--- src/hdl/atp_pkg.sv ---
// Shared types, constants and helpers for the octant-polynomial atan2 block.
`default_nettype none
package atp_pkg;

  // Coordinate and ratio widths
  localparam int unsigned COORD_W    = 32;
  localparam int unsigned MAG_W      = 32;
  localparam int unsigned REM_W      = MAG_W + 1;
  localparam int unsigned RATIO_W    = 17;
  localparam int unsigned DIV_STAGES = RATIO_W;
  localparam int unsigned ANGLE_W    = 15;
  localparam int unsigned ANG_W      = 36;
  localparam int unsigned ANG_FRAC   = 32;
  localparam int unsigned QUEUE_DEPTH = 2;

  // Polynomial constants, Q16
  localparam logic [15:0] PI4_Q16 = 16'd51472;
  localparam logic [15:0] C1_Q16  = 16'd16037;
  localparam logic [15:0] C2_Q16  = 16'd4345;

  // Octant offsets, Q32
  localparam logic signed [ANG_W-1:0] HALF_PI_Q32 = 36'sd6746518852;
  localparam logic signed [ANG_W-1:0] PI_Q32      = 36'sd13493037705;

  // Output clamp limits
  localparam logic signed [ANGLE_W-1:0] ANGLE_MIN = -15'sd16384;
  localparam logic signed [ANGLE_W-1:0] ANGLE_MAX = 15'sd16383;

  typedef enum logic [2:0] {
    OFS_ZERO     = 3'd0,
    OFS_POS_HALF = 3'd1,
    OFS_NEG_HALF = 3'd2,
    OFS_POS_PI   = 3'd3,
    OFS_NEG_PI   = 3'd4
  } offset_e;

  typedef struct packed {
    logic signed [COORD_W-1:0] coord_x;
    logic signed [COORD_W-1:0] coord_y;
  } coord_t;

  typedef struct packed {
    logic signed [ANGLE_W-1:0] angle;
    logic                      at_origin;
  } result_t;

  // Per-item tags that ride along the back pipeline
  typedef struct packed {
    logic    flip;
    offset_e ofs;
    logic    origin;
  } meta_t;

  // One classified word held in the queue
  typedef struct packed {
    logic [MAG_W-1:0] num_mag;
    logic [MAG_W-1:0] den_mag;
    meta_t            meta;
  } work_t;

  // Map an octant offset code to its Q32 angle
  function automatic logic signed [ANG_W-1:0] ofs_value(input offset_e ofs);
    logic signed [ANG_W-1:0] val;
    case (ofs)
      OFS_POS_HALF: val = HALF_PI_Q32;
      OFS_NEG_HALF: val = -HALF_PI_Q32;
      OFS_POS_PI:   val = PI_Q32;
      OFS_NEG_PI:   val = -PI_Q32;
      default:      val = '0;
    endcase
    return val;
  endfunction

endpackage
`default_nettype wire

--- src/hdl/atp_front.sv ---
// Front end: accepts a point, takes magnitudes and picks the octant.
`default_nettype none
module atp_front (
  input  wire logic            clk_i,
  input  wire logic            rst_ni,
  input  wire logic            start,
  output logic                 busy,
  input  wire atp_pkg::coord_t coord_i,
  output logic                 push_o,
  output atp_pkg::work_t       work_o,
  input  wire logic            ready_i
);

  logic                 sx, sy;
  logic [atp_pkg::MAG_W-1:0] ax, ay;
  logic                 swap;
  atp_pkg::work_t       work_d;
  atp_pkg::work_t       work_q;
  logic                 valid_d, valid_q;
  logic                 accept;

  // Classify the incoming point
  always_comb begin
    sx   = coord_i.coord_x[atp_pkg::COORD_W-1];
    sy   = coord_i.coord_y[atp_pkg::COORD_W-1];
    ax   = sx ? atp_pkg::MAG_W'(-coord_i.coord_x) : atp_pkg::MAG_W'(coord_i.coord_x);
    ay   = sy ? atp_pkg::MAG_W'(-coord_i.coord_y) : atp_pkg::MAG_W'(coord_i.coord_y);
    swap = !(ay < ax);
    work_d.num_mag     = swap ? ax : ay;
    work_d.den_mag     = swap ? ay : ax;
    work_d.meta.flip   = sx ^ sy ^ swap;
    work_d.meta.origin = (ax == '0) && (ay == '0);
    if (swap) begin
      work_d.meta.ofs = sy ? atp_pkg::OFS_NEG_HALF : atp_pkg::OFS_POS_HALF;
    end else if (sx) begin
      work_d.meta.ofs = sy ? atp_pkg::OFS_NEG_PI : atp_pkg::OFS_POS_PI;
    end else begin
      work_d.meta.ofs = atp_pkg::OFS_ZERO;
    end
  end

  assign busy   = valid_q && !ready_i;
  assign accept = start && !busy;
  assign push_o = valid_q;
  assign work_o = work_q;

  // Hold the word until the queue takes it
  always_comb begin
    valid_d = valid_q;
    if (accept) begin
      valid_d = 1'b1;
    end else if (ready_i) begin
      valid_d = 1'b0;
    end
  end

  always_ff @(posedge clk_i or negedge rst_ni) begin
    if (!rst_ni) begin
      valid_q <= 1'b0;
    end else begin
      valid_q <= valid_d;
    end
  end

  always_ff @(posedge clk_i) begin
    if (accept) begin
      work_q <= work_d;
    end
  end

endmodule
`default_nettype wire

--- config.mk ---
export PLATFORM = sky130hd
export DESIGN_NAME = atp_front
export DESIGN_NICKNAME = d
export VERILOG_FILES = /design/src/hdl/atp_pkg.sv /design/src/hdl/atp_front.sv
export SDC_FILE = /design/constraint.sdc
export NUM_CORES = 1
export LEC_CHECK = 0
export BUFFER_PORTS_ARGS = -buffer_cell sky130_fd_sc_hd__clkbuf_2
export CELL_PAD_IN_SITES_DETAIL_PLACEMENT = 0
export CELL_PAD_IN_SITES_GLOBAL_PLACEMENT = 1
export CORE_ASPECT_RATIO = 1.2
export CORE_UTILIZATION = 41
export CTS_CLUSTER_SIZE = 30
export DETAILED_ROUTE_END_ITERATION = 16
export PLACE_DENSITY_LB_ADDON = 0.1
export SLEW_MARGIN = 30
export SYNTH_ARGS = -nofsm -noshare
export SYNTH_HDL_FRONTEND = slang
export SYNTH_SLANG_ARGS = --single-unit
--- constraint.sdc ---
create_clock -name clk_i -period 3.23 [get_ports clk_i]
set_input_delay 0 -clock clk_i [delete_from_list [all_inputs] [get_ports clk_i]]
set_output_delay 0 -clock clk_i [all_outputs]
set_load 0.03 [all_outputs]
# == Yosys cells after proc, flatten, opt, wreduce, memory -nomap -nowiden ==
# Index checks and enable logic that the tools add are counted.
# totals
mem_bits_ro,0
latchBits,0
word_cells,30
reg_bits,70
mem_bits_rw,0
memories,0
# op_classes
n_eq_ne,0
reduce_logical,9
n_bitwise,2
n_mul,0
n_lt_le_gt_ge,1
muxes,10
div_mod_pow,0
shift,0
add_sub_neg,2
# op_table
cell,count
32-bit 2-to-1 mux,4
32-bit logical NOT,2
32-bit negation,2
32-bit < comparator,1
3-bit 2-to-1 mux,3
1-bit logical AND,3
1-bit logical NOT,3
1-bit 2-to-1 mux,2
2-bit 2-to-1 mux,1
2-bit nonzero test,1
1-bit XOR,2

# == Depth between registers and ports, before layout ==
# depth
ltp_word,5
ltp_mapped,20
depth_no_buf,17

# == Least setup slack after synthesis ==
# No wires, ideal clock.
# synth_path
path_type,in2reg
start,input port coord_i[3] (netlist name)
end,"register work_q (netlist bit work_o[18]), data pin"
required_ns,2.952
path_stages,20
arrival_time_ns,4.148
path_slack_ns,-1.196
cell_sequence,or4_1 buf_2 or4_4 or3_1 buf_6 o31ai_1 xor2_1 inv_1 ha_1 a21oi_1 nor2b_1 o21ai_0 o21ai_0 nor2_1 o31ai_1 a21o_1 clkbuf_1 buf_1 buf_1 mux2i_1
# synth_lines
element,line,rtl
from (decl),atp_front.sv:8,"input wire atp_pkg::coord_t coord_i,"
to (signal assigned),atp_front.sv:67,work_q <= work_d;
to (decl),atp_front.sv:18,atp_pkg::work_t work_q;

==> key figures <==
Outcome
  – Outcome: finished, violations left
  – Failing checks: setup timing

Flow run
  – Max-cap viol count: 0

Finish
  – Area occupied by multi-input gates: 3230 um2
  – Fillers: 961
  – Final core occ: 68.3%
  – Share of layout cells above drive strength 1: 51.6%
  – Antenna cell count: 0
  – Reg area: 2100 um2
  – Finished Layout Cells: 957
  – Layout area overhead: 60.9%
  – Nets: 894

STA
  – Worst-Margin Slew: 787 ps
  – Fmax: 271 MHz
  – Max Slew Vio Count: 0
  – Unrepaired setup endpoints after global routing: true
  – Final worst slack: -455 ps
  – Final min period: 3680 ps
  – Final hold slack: 194 ps
  – Fin. Hold Viols: 0
  – Clk_skew: 3.59 ps
  – Max transition margin: 47.5%
  – Post-route clock period utilization: 114%
  – Finish-stage setup viols: 68

Setup path
  – Critical Path RT: 3310 ps
  – Critical path's slowest cell: or4_4
  – CP endpoint: work_o[45]$_DFFE_PP_
  – Reg2Reg Setup Slack: 1440 ps
  – Worst R2R Start: push_o$_DFFE_PN0P_
  – Worst setup path startpoint: coord_i[11]
  – Crit path DAT: 3760 ps
  – Reg2Reg Depth: 3
  – Slowest stage delay, CP: 530 ps
  – Worst setup EP type: register
  – CP Class: in2reg
  – R2r endpoint: work_o[5]$_DFFE_PP_
  – CP cell instances: buf_6 > or4_4 > buf_6 > or4b_4 > or3_4 > or3_4 > nand2_4 > xor2_4 > inv_1 > ha_1 > a21o_1 > a21oi_2 > o21ai_2 > a21o_4 > buf_12 > clkbuf_16 > mux2i_1
  – Critical Path Fanout Max: 5
  – Crit path launch type: input port

Drt
  – Iter 0 DRT Violations: 223
  – Antenna-violating nets left: 0
  – DR vias: 4,990
  – Routed WL: 16.4 mm
  – Avg WL per Cell: 17.1 um
  – First-pass DRT Iterations: 4
  – Vias per cell: 5.21
  – DRC viols: 0

Clock tree
  – TritonCTS clock tree: built
  – TritonCTS Buffers: 9
  – Clock Sinks: 70
  – H-Tree Depth: 3
  – Clock buffer depth: 2
  – CTS root buf: clkbuf_16
  – Worst skew pair latency: 330 ps
  – Worst-path clk slew: 60 ps

Global route
  – Pin count of the biggest net entering global routing: 38
  – GRT Resource Usage Total: 24.8%
  – GRT busiest layer: met2
  – GR Util met3: 3.82%
  – Number of global-route vias before repair: 5,194
  – Gr ovfl total: 0
  – Met1 usage in global routing: 25.9%
  – Initial antenna violation count: 1
  – First-pass GRT wire length: 25.0 mm
  – Met2 GRT Util: 48.0%

Yosys
  – Syn Area/Cell: 11.0 um2
  – Post-synth ARST share: 1.43%
  – Post-Syn Area: 5160 um2
  – Register area share after synthesis: 40.6%
  – Cells after Synth: 471
  – Net Count, Synth: 574
  – Area contributors post-synth: edfxtp_1 40%, mux2i_1 13%, xor2_1 8.8%
  – Yosys top cell by area: edfxtp_1
  – Post-synth top area share: 40.1%
  – Yosys cell types: 50
  – Top_reg_cell synth: edfxtp_1
  – Post-synth EDFFs: 69
  – Ys Warns: 0
  – Synth Register Bits: 70

Floorplan
  – # IOs: 139
  – Area of the die: 13,000 um2
  – Starting density of the core: 42.4%
  – CORE AREA: 12,200 um2
  – Die Width: 104 um
  – Std-Cell Rows: 44
  – Die Y: 125 um

Placed design
  – GPL Wtd Cong: 0.847
  – # port buffers: 138
  – DP HPWL: 12.2 mm
  – Placed cells: 902

Power
  – Pleak: 3.84 nW
  – Power per Cell Area: 444 nW/um2
  – Tot Pwr: 0.00368 W
  – Worst VDD drop: 0.296 mV

Hold path
  – Min-Delay Path Class: in2reg
[sequential cells by signal (all words and copies together), names as in the netlist]
name / count
work_o: 69
push_o: 1
[worst max-delay path, delay by kind of cell]
family	cells	cell delay, ps
fa+ha+maj	1	300
compound gates	4	630
xor+xnor	1	180
buf+inv	5	600
simple gates	5	1900
mux	1	130
[where the power goes]
part           internal [W]  switching, W  total (W)
registers           0.00116     0.0000267    0.00118
logic              0.000751      0.000835    0.00159
clock network      0.000520      0.000395   0.000915
total               0.00243       0.00126    0.00368
[synth_stat cells (2+ instances only)]
library cell	n
edfxtp_1	69
mux2i_1	66
xor2_1	52
inv_1	36
ha_1	35
o21ai_0	24
o31ai_1	18
or4_1	17
nand4_1	14
nand2_1	13
or3_1	12
nor2_1	11
clkbuf_1	9
o41ai_1	9
nand2b_1	8
a21o_1	7
a21oi_1	7
buf_1	7
xnor2_1	6
a211oi_1	4
and4_1	4
buf_2	3
mux2_2	3
nor2b_1	3
nor3_1	3
or2_2	3
and3_1	2
nand3_1	2
o41ai_2	2
or4b_1	2
[placed cells by master, fill, tap and decap left out, drive strengths merged, types with 2 or more instances in the layout]
cell / Yosys / final
edfxtp: 69 / 69
inv: 37 / 38
nor3: 3 / 3
o21ai: 25 / 25
nor4: 2 / 2
nand2: 14 / 14
nand4: 14 / 14
and3: 2 / 2
or3: 12 / 12
xnor2: 6 / 6
ha: 35 / 35
or2: 3 / 3
nand2b: 8 / 8
a21oi: 7 / 7
clkinv: 0 / 5
a21o: 7 / 8
buf: 11 / 184
xor2: 53 / 53
o41ai: 11 / 11
o31ai: 18 / 18
clkbuf: 9 / 148
or4: 18 / 18
mux2: 3 / 3
dlygate4sd3: 0 / 4
nor2b: 3 / 3
a211oi: 4 / 4
nand3: 2 / 2
and4: 4 / 4
nor2: 11 / 11
or4b: 3 / 3
mux2i: 66 / 66
[worst min-delay path by stage]
stage / startpoint / cells after the start / to
2_1_floorplan: rst_ni / 0 / push_o$_DFFE_PN0P_
3_3_place_gp: rst_ni / 1 / push_o$_DFFE_PN0P_
3_5_place_dp: rst_ni / 1 / push_o$_DFFE_PN0P_
4_1_cts: coord_i[26] / 3 / work_o[31]$_DFFE_PP_
5_1_grt: coord_i[32] / 4 / work_o[37]$_DFFE_PP_
6_report: coord_i[0] / 4 / work_o[37]$_DFFE_PP_
[metal layers]
| layer | share of wire (%) | up-vias |
|---|---|---|
| met4 | 3.4 | 2 |
| li1 | - | 2426 |
| met1 | 39 | 2387 |
| met2 | 54 | 133 |
| met5 | 0.055 | - |
| met3 | 3.6 | 42 |
[through the flow]
stage	area (um2)	TNS (ps)	setup WS, ps
finish	8300	-24930	-455
global route	8300	-34800	-605
CTS	8090	-26660	-431
detailed placement	7200	-64210	-970
global placement	7200	-60800	-901
floorplan	5260	-46310	-751
[repair_timing]
action                                  4_1_cts  5_1_grt
endpoints found under the setup margin       69       69
hold endpoints to repair                      2        0
pin swaps                                    32       21
gates resized for setup                      58       28
hold buffers                                  4        0
buffers inserted                             29        7
cloned                                        4        2
[logic make-up after synthesis]
| kind of cell | share of synthesized area [%] |
|---|---|
| flip-flops | 40.6 |
| XOR/XNOR | 10.2 |
| AND/OR/NAND/NOR | 12.2 |
| AO/OA/AOI/OAI | 10.7 |
| buffers and inverters | 4.36 |
| adder cells (fa/ha/maj) | 8.48 |
| multiplexers | 13.5 |
[layout make-up]
cell class / instances / share of cell area (%)
clock buffers: 9 / 2.71
clock inverters: 7 / 0.588
inverters: 37 / 1.97
multi-input cells: 345 / 38.9
flip-flops and latches: 70 / 25.3
well taps: 161 / 2.43
repair buffers: 328 / 28.2
Power figures use the tool's default switching activity.
