==> src/hdl/atp_pkg.sv <==
// Shared types, constants and helpers for the octant-polynomial atan2 block.
`default_nettype none
package atp_pkg;

  // Coordinate and ratio widths
  localparam int unsigned COORD_W    = 32;
  localparam int unsigned MAG_W      = 32;
  localparam int unsigned REM_W      = MAG_W + 1;
  localparam int unsigned RATIO_W    = 17;
  localparam int unsigned DIV_STAGES = RATIO_W;
  localparam int unsigned ANGLE_W    = 15;
  localparam int unsigned ANG_W      = 36;
  localparam int unsigned ANG_FRAC   = 32;
  localparam int unsigned QUEUE_DEPTH = 2;

  // Polynomial constants, Q16
  localparam logic [15:0] PI4_Q16 = 16'd51472;
  localparam logic [15:0] C1_Q16  = 16'd16037;
  localparam logic [15:0] C2_Q16  = 16'd4345;

  // Octant offsets, Q32
  localparam logic signed [ANG_W-1:0] HALF_PI_Q32 = 36'sd6746518852;
  localparam logic signed [ANG_W-1:0] PI_Q32      = 36'sd13493037705;

  // Output clamp limits
  localparam logic signed [ANGLE_W-1:0] ANGLE_MIN = -15'sd16384;
  localparam logic signed [ANGLE_W-1:0] ANGLE_MAX = 15'sd16383;

  typedef enum logic [2:0] {
    OFS_ZERO     = 3'd0,
    OFS_POS_HALF = 3'd1,
    OFS_NEG_HALF = 3'd2,
    OFS_POS_PI   = 3'd3,
    OFS_NEG_PI   = 3'd4
  } offset_e;

  typedef struct packed {
    logic signed [COORD_W-1:0] coord_x;
    logic signed [COORD_W-1:0] coord_y;
  } coord_t;

  typedef struct packed {
    logic signed [ANGLE_W-1:0] angle;
    logic                      at_origin;
  } result_t;

  // Per-item tags that ride along the back pipeline
  typedef struct packed {
    logic    flip;
    offset_e ofs;
    logic    origin;
  } meta_t;

  // One classified word held in the queue
  typedef struct packed {
    logic [MAG_W-1:0] num_mag;
    logic [MAG_W-1:0] den_mag;
    meta_t            meta;
  } work_t;

  // Map an octant offset code to its Q32 angle
  function automatic logic signed [ANG_W-1:0] ofs_value(input offset_e ofs);
    logic signed [ANG_W-1:0] val;
    case (ofs)
      OFS_POS_HALF: val = HALF_PI_Q32;
      OFS_NEG_HALF: val = -HALF_PI_Q32;
      OFS_POS_PI:   val = PI_Q32;
      OFS_NEG_PI:   val = -PI_Q32;
      default:      val = '0;
    endcase
    return val;
  endfunction

endpackage
`default_nettype wire

==> src/hdl/atp_queue.sv <==
// Short queue between the front end and the back pipeline.
`default_nettype none
module atp_queue (
  input  wire logic           clk_i,
  input  wire logic           rst_ni,
  input  wire logic           push_i,
  input  wire atp_pkg::work_t work_i,
  output logic                ready_o,
  input  wire logic           pop_i,
  output logic                valid_o,
  output atp_pkg::work_t      head_o
);

  localparam int unsigned PTR_W = $clog2(atp_pkg::QUEUE_DEPTH);
  localparam int unsigned CNT_W = $clog2(atp_pkg::QUEUE_DEPTH + 1);

  atp_pkg::work_t mem_q [atp_pkg::QUEUE_DEPTH];
  logic [PTR_W-1:0] wr_ptr_q, rd_ptr_q;
  logic [CNT_W-1:0] count_q, count_d;
  logic do_push, do_pop;

  assign ready_o = (count_q != CNT_W'(atp_pkg::QUEUE_DEPTH));
  assign valid_o = (count_q != '0);
  assign head_o  = mem_q[rd_ptr_q];
  assign do_push = push_i && ready_o;
  assign do_pop  = pop_i && valid_o;

  // Track fill level
  always_comb begin
    count_d = count_q;
    case ({do_push, do_pop})
      2'b10:   count_d = count_q + CNT_W'(1);
      2'b01:   count_d = count_q - CNT_W'(1);
      default: count_d = count_q;
    endcase
  end

  // Advance pointers
  always_ff @(posedge clk_i or negedge rst_ni) begin
    if (!rst_ni) begin
      wr_ptr_q <= '0;
      rd_ptr_q <= '0;
      count_q  <= '0;
    end else begin
      count_q <= count_d;
      if (do_push) begin
        wr_ptr_q <= (wr_ptr_q == PTR_W'(atp_pkg::QUEUE_DEPTH - 1)) ? '0 : wr_ptr_q + PTR_W'(1);
      end
      if (do_pop) begin
        rd_ptr_q <= (rd_ptr_q == PTR_W'(atp_pkg::QUEUE_DEPTH - 1)) ? '0 : rd_ptr_q + PTR_W'(1);
      end
    end
  end

  // Store the pushed word
  always_ff @(posedge clk_i) begin
    if (do_push) begin
      mem_q[wr_ptr_q] <= work_i;
    end
  end

endmodule
`default_nettype wire

==> config.mk <==
export PLATFORM = sky130hd
export DESIGN_NAME = atp_queue
export DESIGN_NICKNAME = d
export VERILOG_FILES = /design/src/hdl/atp_pkg.sv /design/src/hdl/atp_queue.sv
export SDC_FILE = /design/constraint.sdc
export NUM_CORES = 1
export LEC_CHECK = 0
export BUFFER_PORTS_ARGS = -buffer_cell sky130_fd_sc_hd__buf_2
export CAP_MARGIN = 20
export CORE_MARGIN = 5
export CORE_UTILIZATION = 55
export CTS_CLUSTER_DIAMETER = 40
export DETAILED_ROUTE_END_ITERATION = 8
export HOLD_SLACK_MARGIN = 0.08
export MAX_ROUTING_LAYER = met4
export PLACE_DENSITY = 0.82
export SLEW_MARGIN = 10
export SYNTH_ARGS = -nofsm -noshare
export SYNTH_HDL_FRONTEND = slang
export SYNTH_SLANG_ARGS = --single-unit
export TNS_END_PERCENT = 30
==> constraint.sdc <==
create_clock -name clk_i -period 7.35 [get_ports clk_i]
set_input_delay 1.8375 -clock clk_i [delete_from_list [all_inputs] [get_ports clk_i]]
set_output_delay 1.8375 -clock clk_i [all_outputs]
set_load 0.01 [all_outputs]
## Word-level counts from Yosys, hierarchy flattened

Memories as Yosys holds them, arrays and structs flattened.
Index checks and enable logic that the tools add are counted.

- Logic and storage cells: 20
- Bits in writable memories: 138
- Bits of input ports: 73
- Register bits after elaboration: 4
- Output and inout bits: 71
- Memories kept: 1

Memory list:

| memory | depth | bits a word | read ports | clocked after memory_dff | write ports | RTL line | text |
|---|---|---|---|---|---|---|---|
| mem_q | 2 | 69 | 1 | 0 | 1 | atp_queue.sv:17 | `atp_pkg::work_t mem_q [atp_pkg::QUEUE_DEPTH];` |

- Reduce and logical (&&, ||, !) cells: 4
- Equal/unequal tests: 3
- Mux-type cells: 5
- Add/subtract/negate cells: 4

Operator list:

| operator | count |
|---|---|
| 1-bit 2-to-1 mux | 4 |
| 2-bit case mux with 2 select lines | 1 |
| 2-bit nonzero test | 2 |
| 1-bit adder, second input constant | 2 |
| 2-bit by 1-bit adder with 2-bit output, second input constant | 1 |
| 2-bit by 1-bit == test with 1-bit output, second input constant | 1 |
| 2-bit == test, second input constant | 1 |
| 1-bit logical AND | 2 |
| 2-bit inequality test, second input constant | 1 |
| 2-bit by 1-bit subtractor with 2-bit output, second input constant | 1 |

## Depth between registers and ports, before layout

Gate-level depths: netlist (run 1).

- Word-level depth: 4
- Gate-level depth with buffers: 6
- Depth with buffers taken out: 6

## Least setup slack after synthesis (run 1)

No wires, ideal clock.

- Path type: input-to-reg
- Start point: input push_i
- End point: memory mem_q[0][0] (netlist name) (enable)
- Data required time: 6.854 ns
- Stages on the path: 2
- Setup slack: 2.038 ns
- Arrival: 4.816 ns
- Path buffers: 0
- Library setup time: 0.496 ns
- Cell sequence: nand2_1 > nor2_1

- Word-level cells in the longest chain between the ends: 3

Ends and longest elaborated chain:

| item | RTL line | text |
|---|---|---|
| start, declared | atp_queue.sv:6 | `input wire logic push_i,` |
| 1-bit logical AND | atp_queue.sv:25 | `assign do_push = push_i && ready_o;` |
| 1-bit 2-to-1 mux | atp_queue.sv:57 | `if (do_push) begin` |
| 1-bit 2-to-1 mux (not written as such) | atp_queue.sv:58 | `mem_q[wr_ptr_q] <= work_i;` |
| end, declared | atp_queue.sv:17 |  |

No other way between the ends.

==> results of run 1 <==
## cell usage in the layout (no fill, tap or decap)
master / netlist / final
clkinv_1: 0 / 3
ha_1: 1 / 1
dfrtp_1: 4 / 3
clkinvlp_4: 0 / 3
clkbuf_16: 0 / 16
mux2_4: 69 / 69
xor2_1: 2 / 2
nand2b_1: 1 / 1
clkinv_2: 0 / 2
and3_4: 0 / 1
buf_4: 0 / 2
bufinv_16: 0 / 4
clkbuf_8: 0 / 1
and2_4: 1 / 1
clkbuf_1: 0 / 1
clkinv_4: 0 / 1
nor2_1: 2 / 1
nand2_1: 1 / 1
diode_2: 0 / 1
edfxtp_1: 138 / 138
or2_1: 1 / 1
nor2_4: 0 / 1
buf_2: 0 / 143
dfrtp_4: 0 / 1
xnor2_1: 3 / 3
## report_power, final
group	internal, mW	total (mW)	switching, mW
clock	0.544	0.842	0.298
combinational	0.443	0.823	0.380
sequential	1.11	1.22	0.106
total	2.10	2.88	0.784
## kinds of logic (layout without fill, tap and decap cells)
family | Yosys count | count (layout) | share of synthesized area, %
mux | 69 | 69 | 19.0
buf+inv | 8 | 176 | 1.65
flops | 142 | 142 | 77.7
xor+xnor | 5 | 5 | 0.801
fa+ha+maj | 1 | 1 | 0.229
other cells | 0 | 1 | 0
simple gates | 7 | 7 | 0.710
## sequential cells by signal (all words and copies together) (netlist names)
name and flops:
mem_q 138, wr_ptr_q 1, rd_ptr_q 1, count_q 2
## layout make-up
cell class | count | area share, %
Sequential cell | 142 | 61.7
Clock buffer | 18 | 6.07
Clock inverter | 13 | 2.51
Multi-Input combinational cell | 82 | 16.6
Tap cell | 133 | 2.42
Antenna cell | 1 | 0.0364
Timing Repair Buffer | 145 | 10.6
## through the flow
| step | area, um^2 | cells | setup slack [ns] | util [%] | power [mW] |
|---|---|---|---|---|---|
| floorplan | 5470 | 232 | 2.04 | - | 1.83 |
| global placement | 6290 | 502 | 3.45 | 64.6 | 2.06 |
| detailed placement | 6290 | 502 | 3.46 | 64.6 | 2.07 |
| CTS | 6880 | 533 | 2.90 | 70.7 | 2.92 |
| global route | 6880 | 534 | 2.83 | 70.7 | 3.03 |
| finish | 6880 | 534 | 2.99 | 70.7 | 2.88 |
## routing by layer
metal  vias up  part of all wire, %  global-route usage, %
li1       1228                    -                      -
met1      1274                   39                   20.0
met2        98                   52                   25.9
met3        10                  7.2                   6.46
met4         0                  1.2                   6.95
met5         -                    0                      -
## cells in the mapped netlist (all sizes together)
library cell and number:
nand2 1, xnor2 3, and3 1, or2 1, and2 1, edfxtp 138, nor2 2, mux2 69
nand2b 1, dfrtp 4, buf 8, xor2 2, ha 1
## how the worst min path moves through the flow
stage                              to  cells after the start  slack, ns
3_3_place_gp   count_q[1]$_DFFE_PN0P_                      1       0.48
2_1_floorplan  count_q[1]$_DFFE_PN0P_                      1       0.46
6_report       count_q[1]$_DFFE_PN0P_                      1       0.50
5_1_grt        count_q[1]$_DFFE_PN0P_                      1       0.53
3_5_place_dp   count_q[1]$_DFFE_PN0P_                      1       0.50
4_1_cts        count_q[1]$_DFFE_PN0P_                      1       0.51
## worst max-delay path, stage by stage, from the launching register on
cell and delay, ns:
dfrtp_4 0.86, buf_4 0.64, mux2_4 0.36, buf_2 0.14
==> impl_metrics.tcl, run 1 <==
set metrics [dict create \
    cts_made_buffers 17 \
    tightest_slew_ns 0.953 \
    synthCells 232 \
    start_util_pct 56.2 \
    routed_wirelength_um 9260 \
    antenna_found_initial 1 \
    holdWs_ns 0.505 \
    synthTopCellsByArea "edfxtp_1 (76%), mux2_4 (19%), dfrtp_1 (1.8%)" \
    seq_area_frac_synth_pct 77.7 \
    start_kind "flip-flop" \
    endpoint "head_o[40]" \
    period_needed_ns 4.36 \
    io-pin-count 144 \
    p_leak_nw 2.79 \
    critPathLaunch "rd_ptr_q$_DFFE_PN0P_" \
    vias 2610 \
    die_h_um 110 \
    syn-num-nets 306 \
    grt_max_degree 70 \
    synth.avg_cell_area_um2 23.6 \
    ys_warn_count 0 \
    maxSlewViolCount 0 \
    critPathKind "reg2out" \
    rows 36 \
    antenna_left 0 \
    cts.hold.buffers_added 0 \
    routed_via_density 4.89 \
    rsz0062_at_grt "no" \
    port_buffers 143 \
    finalSetupViolCount 0 \
    cp.required_ns 5.51 \
    synth_area_leader_cell "edfxtp_1" \
    grt_remaining_overflow 0 \
    grt_first_pass_wirelength_um 14200 \
    ir_drop_v 0.000414 \
    syn_area_um2 5470 \
    crit_arrival_ns 2.52 \
    cts_sinks 142 \
    drc_errors 0 \
    cts_resized 0 \
    gp_congestion 0.716 \
    core_um2 9730 \
    skew_ns 0.00643 \
    regArea_um2 4250 \
    outcome "completed" \
    hold_viol 0 \
    synth_top_area_share_pct 75.8 \
    slew_headroom_pct 36.5 \
    multi_input_area_um2 1140 \
    fin_setup_tns_ns 0 \
    track_usage_pct 16.8 \
    routedWlPerCell_um 17.3 \
    dpl.hpwl_um 6120 \
    die-area_um2 12000 \
    nNetsFinal 462 \
    firstDrtPassIters 4 \
    areaGrowthSynthToFinish_pct 25.9 \
    yosysUniqueCellTypes 13 \
    hp-class "reg2reg" \
    clock_latency_ns 0.51 \
    grt_pass1_vias 2817 \
    regToRegSetupSlack_ns 4.98 \
    synth_seq_cells 142 \
    clockBufferDepth 2 \
    maxCapViolations 0 \
    fp.dieW_um 110 \
    hold_start "count_q[1]$_DFFE_PN0P_" \
    cts_setup_buffers 0 \
    rr_startpoint "count_q[0]$_DFFE_PN0P_" \
    critPathMaxFanout 37 \
    max_freq_ghz 0.229 \
    cts_tree "built" \
    r2r_cells 4 \
    finalCritPeriodShare_pct 59.3 \
    h-tree-depth 4 \
    drt-initial-drc-count 147 \
    root_buffer "clkbuf_8" \
    p_per_area_nw_per_um2 419 \
    drive_gt1_share_pct 61.3 \
    clk_pin_slew_worst_paths_ns 0.06 \
    fillers 638 \
    r2r-end "mem_q[0][59]$_DFFE_PP_" \
    cp-end-kind "primary output" \
]
Note: power is estimated with default switching activity, not from simulation.
==> run 2: changes to the inputs <==
--- a/config.mk
+++ b/config.mk
@@ -5,15 +5,16 @@
 export SDC_FILE = /design/constraint.sdc
 export NUM_CORES = 1
 export LEC_CHECK = 0
+export ABC_AREA = 1
 export BUFFER_PORTS_ARGS = -buffer_cell sky130_fd_sc_hd__buf_2
 export CAP_MARGIN = 20
 export CORE_MARGIN = 5
-export CORE_UTILIZATION = 55
+export CORE_UTILIZATION = 52
 export CTS_CLUSTER_DIAMETER = 40
 export DETAILED_ROUTE_END_ITERATION = 8
 export HOLD_SLACK_MARGIN = 0.08
 export MAX_ROUTING_LAYER = met4
-export PLACE_DENSITY = 0.82
+export PLACE_DENSITY = 0.78
 export SLEW_MARGIN = 10
 export SYNTH_ARGS = -nofsm -noshare
 export SYNTH_HDL_FRONTEND = slang
==> constraint.sdc (replaced) <==
create_clock -name clk_i -period 4.2 [get_ports clk_i]
set_input_delay 1.05 -clock clk_i [delete_from_list [all_inputs] [get_ports clk_i]]
set_output_delay 1.05 -clock clk_i [all_outputs]
set_load 0.01 [all_outputs]
==> run 2 against run 1 <==
  * Hold slack worse by 0.16 ns
  * Sequential share of layout area is 2.0 points higher
  * Synthesized area is 3.9% lower
  * Largest cell class unchanged
  * Largest power group unchanged
  * Worst setup slack worse by 1.7 ns
  * Die area is 1.5% higher
  * Cell count is 28% higher
  * First-iteration DRC count is 26% higher
==> impl_metrics.tcl, run 2 <==
set metrics [dict create \
    rows 36 \
    synth_seq_cells 142 \
    start_kind "flip-flop" \
    clockBufferDepth 2 \
    final_common_cell "nand2_1" \
    synth_area_leader_cell "edfxtp_1" \
    grt_max_degree 71 \
    root_buffer "clkbuf_8" \
    dpl.hpwl_um 6680 \
    drc_errors 0 \
    routed_wirelength_um 10400 \
    critPathKind "reg2out" \
    hp-class "in2async" \
    port_buffers 143 \
    critPathTopFamily "buffers and inverters" \
    synth_ff_type "edfxtp_1" \
    period_needed_ns 2.94 \
    layout_common_cells "nand2_1 (215), buf_2 (143), edfxtp_1 (138)" \
    yosysUniqueCellTypes 16 \
    cp.buffers_inverters 2 \
    finalCritPeriodShare_pct 70.0 \
    gp_congestion 0.718 \
    firstDrtPassIters 4 \
    cts_made_buffers 17 \
    utilization_pct 67.8 \
    hold_viol 0 \
    cpMostUsedCell "nand2_1" \
    ir_drop_v 0.000373 \
    ys_async_sr_fraction_pct 2.82 \
    max_freq_ghz 0.340 \
    synthCells 390 \
    track_usage_pct 17.9 \
    synthTopCellsByCount "nand2_1 (215), edfxtp_1 (138), buf_2 (7), buf_4 (7), inv_1 (6)" \
    outcome "completed" \
    p_per_area_nw_per_um2 733 \
    antenna_found_initial 0 \
    synth.avg_cell_area_um2 13.5 \
    io-pin-count 144 \
    totalPowerFinal_mw 4.88 \
    cp.required_ns 3.15 \
    maxCapViolations 0 \
    drt-initial-drc-count 185 \
    synthTopCellsByArea "edfxtp_1 (79%), nand2_1 (15%), dfrtp_1 (1.9%)" \
    critPathMaxFanout 70 \
    cts_resized 0 \
    grt_pass1_vias 3439 \
    finalSetupViolCount 0 \
    syn-num-nets 464 \
    routed_via_density 4.82 \
    cts.hold.buffers_added 0 \
    seq_area_frac_synth_pct 80.8 \
    nNetsFinal 614 \
    clock_latency_ns 0.50 \
    syn_area_um2 5250 \
    wl_met1_um 4160 \
    fin_cells 685 \
    cp-end-kind "primary output" \
    largestRegisters "mem_q: 138 flops, count_q: 2 flops" \
    synth_top_area_share_pct 78.9 \
    cts_sinks 142 \
    skew_ns 0.00636 \
    routedWlPerCell_um 15.1 \
    fp.dieW_um 111 \
    grt_remaining_overflow 0 \
    fin_setup_tns_ns 0 \
    fin_area_um2 6660 \
    rsz0062_at_grt "no" \
    areaGrowthSynthToFinish_pct 26.8 \
    start_util_pct 53.5 \
    dp.cells 654 \
    slew_headroom_pct 39.2 \
    maxSlewViolCount 0 \
    drive_gt1_share_pct 32.4 \
    h-tree-depth 4 \
    crit_chain "buf_4 -> nand2_1 -> nand2_1 -> buf_2" \
    p_leak_nw 2.89 \
    vias 3300 \
    die_h_um 111 \
    cts_setup_buffers 0 \
    place_area_um2 6090 \
    synth_edf_count 138 \
    clk_pin_slew_worst_paths_ns 0.06 \
    yosysMostFrequentCell "nand2_1" \
    antenna_cells 0 \
    antenna_left 0 \
    cp_slowest_cell "buf_4" \
    grt_first_pass_wirelength_um 16600 \
    tightest_slew_ns 0.909 \
    crit_arrival_ns 1.89 \
    top_register "mem_q" \
    core_um2 9820 \
    cts_tree "built" \
    wl_met2_um 5540 \
    ys_warn_count 0 \
    die-area_um2 12200 \
    max_stage_delay_ns 0.60 \
    wl_met3_um 578 \
    highest_layer "met4" \
    largest_reg_flops 138 \
]
run 2: changes by cell type after synthesis, sizes merged, moves of 2 or more:
cell   previous run  this run
mux2             69         0
inv               0         7
nand3             0         2
nand2             1       217
xnor2             3         1
buf               8        15
xor2              2         0
run 2: area by class of cell:
class                   count  area, um^2
flip-flops and latches    142        4250
fillers                   720        3160
multi-input cells         226         888
repair buffers            146         763
clock buffers              17         414
well taps                 133         166
clock inverters            14         151
inverters                   7        28.8
run 2: power breakdown:
part	total [mW]	internal, mW	leakage (nW)	switching, mW
clock network	1.41	0.888	0.269	0.524
registers	2.02	1.94	1.33	0.0854
logic	1.44	0.473	1.29	0.971
total	4.88	3.30	2.89	1.58
run 2: kinds of logic after synthesis:
kind of cell             Yosys count  share of synthesized area [%]
AO/OA/AOI/OAI                      1                         0.0952
XOR/XNOR                           1                          0.167
adder cells (fa/ha/maj)            1                          0.238
buffers and inverters             22                           2.43
flip-flops                       142                           80.8
AND/OR/NAND/NOR                  223                           16.3
run 2: metal layers:
layer | up-vias | GRT usage (%)
met3 | 8 | 5.14
met1 | 1563 | 20.1
met4 | 0 | 6.40
met5 | - | -
met2 | 116 | 30.4
li1 | 1613 | -
run 2: path summary, 6_finish.rpt:
check	start	endpoint	slack (ns)	cells after the start
max in group asynchronous	rst_ni	rd_ptr_q$_DFFE_PN0P_	3.72	1
worst max register to register	count_q[0]$_DFFE_PN0P_	mem_q[0][25]$_DFFE_PP_	2.16	5
min in group clk_i	count_q[0]$_DFFE_PN0P_	count_q[0]$_DFFE_PN0P_	0.51	1
worst max-delay path	rd_ptr_q$_DFFE_PN0P_	head_o[16]	1.26	4
worst min register to register	count_q[0]$_DFFE_PN0P_	count_q[0]$_DFFE_PN0P_	0.51	1
worst min-delay path	rst_ni	rd_ptr_q$_DFFE_PN0P_	0.35	1
run 2: worst reg2reg max path, cell delays in order (launching register included):
cell	delay [ns]
dfrtp_1	0.39
inv_1	0.09
nand2_2	0.09
nand2_2	0.10
nor2_4	0.70
buf_12	0.34
run 2: stage by stage:
| stage | worst slack, ns | hold slack [ns] |
|---|---|---|
| floorplan | 0.849 | 0.467 |
| global placement | 1.54 | 0.488 |
| detailed placement | 1.53 | 0.502 |
| CTS | 1.23 | 0.318 |
| global route | 1.10 | 0.319 |
| finish | 1.26 | 0.347 |
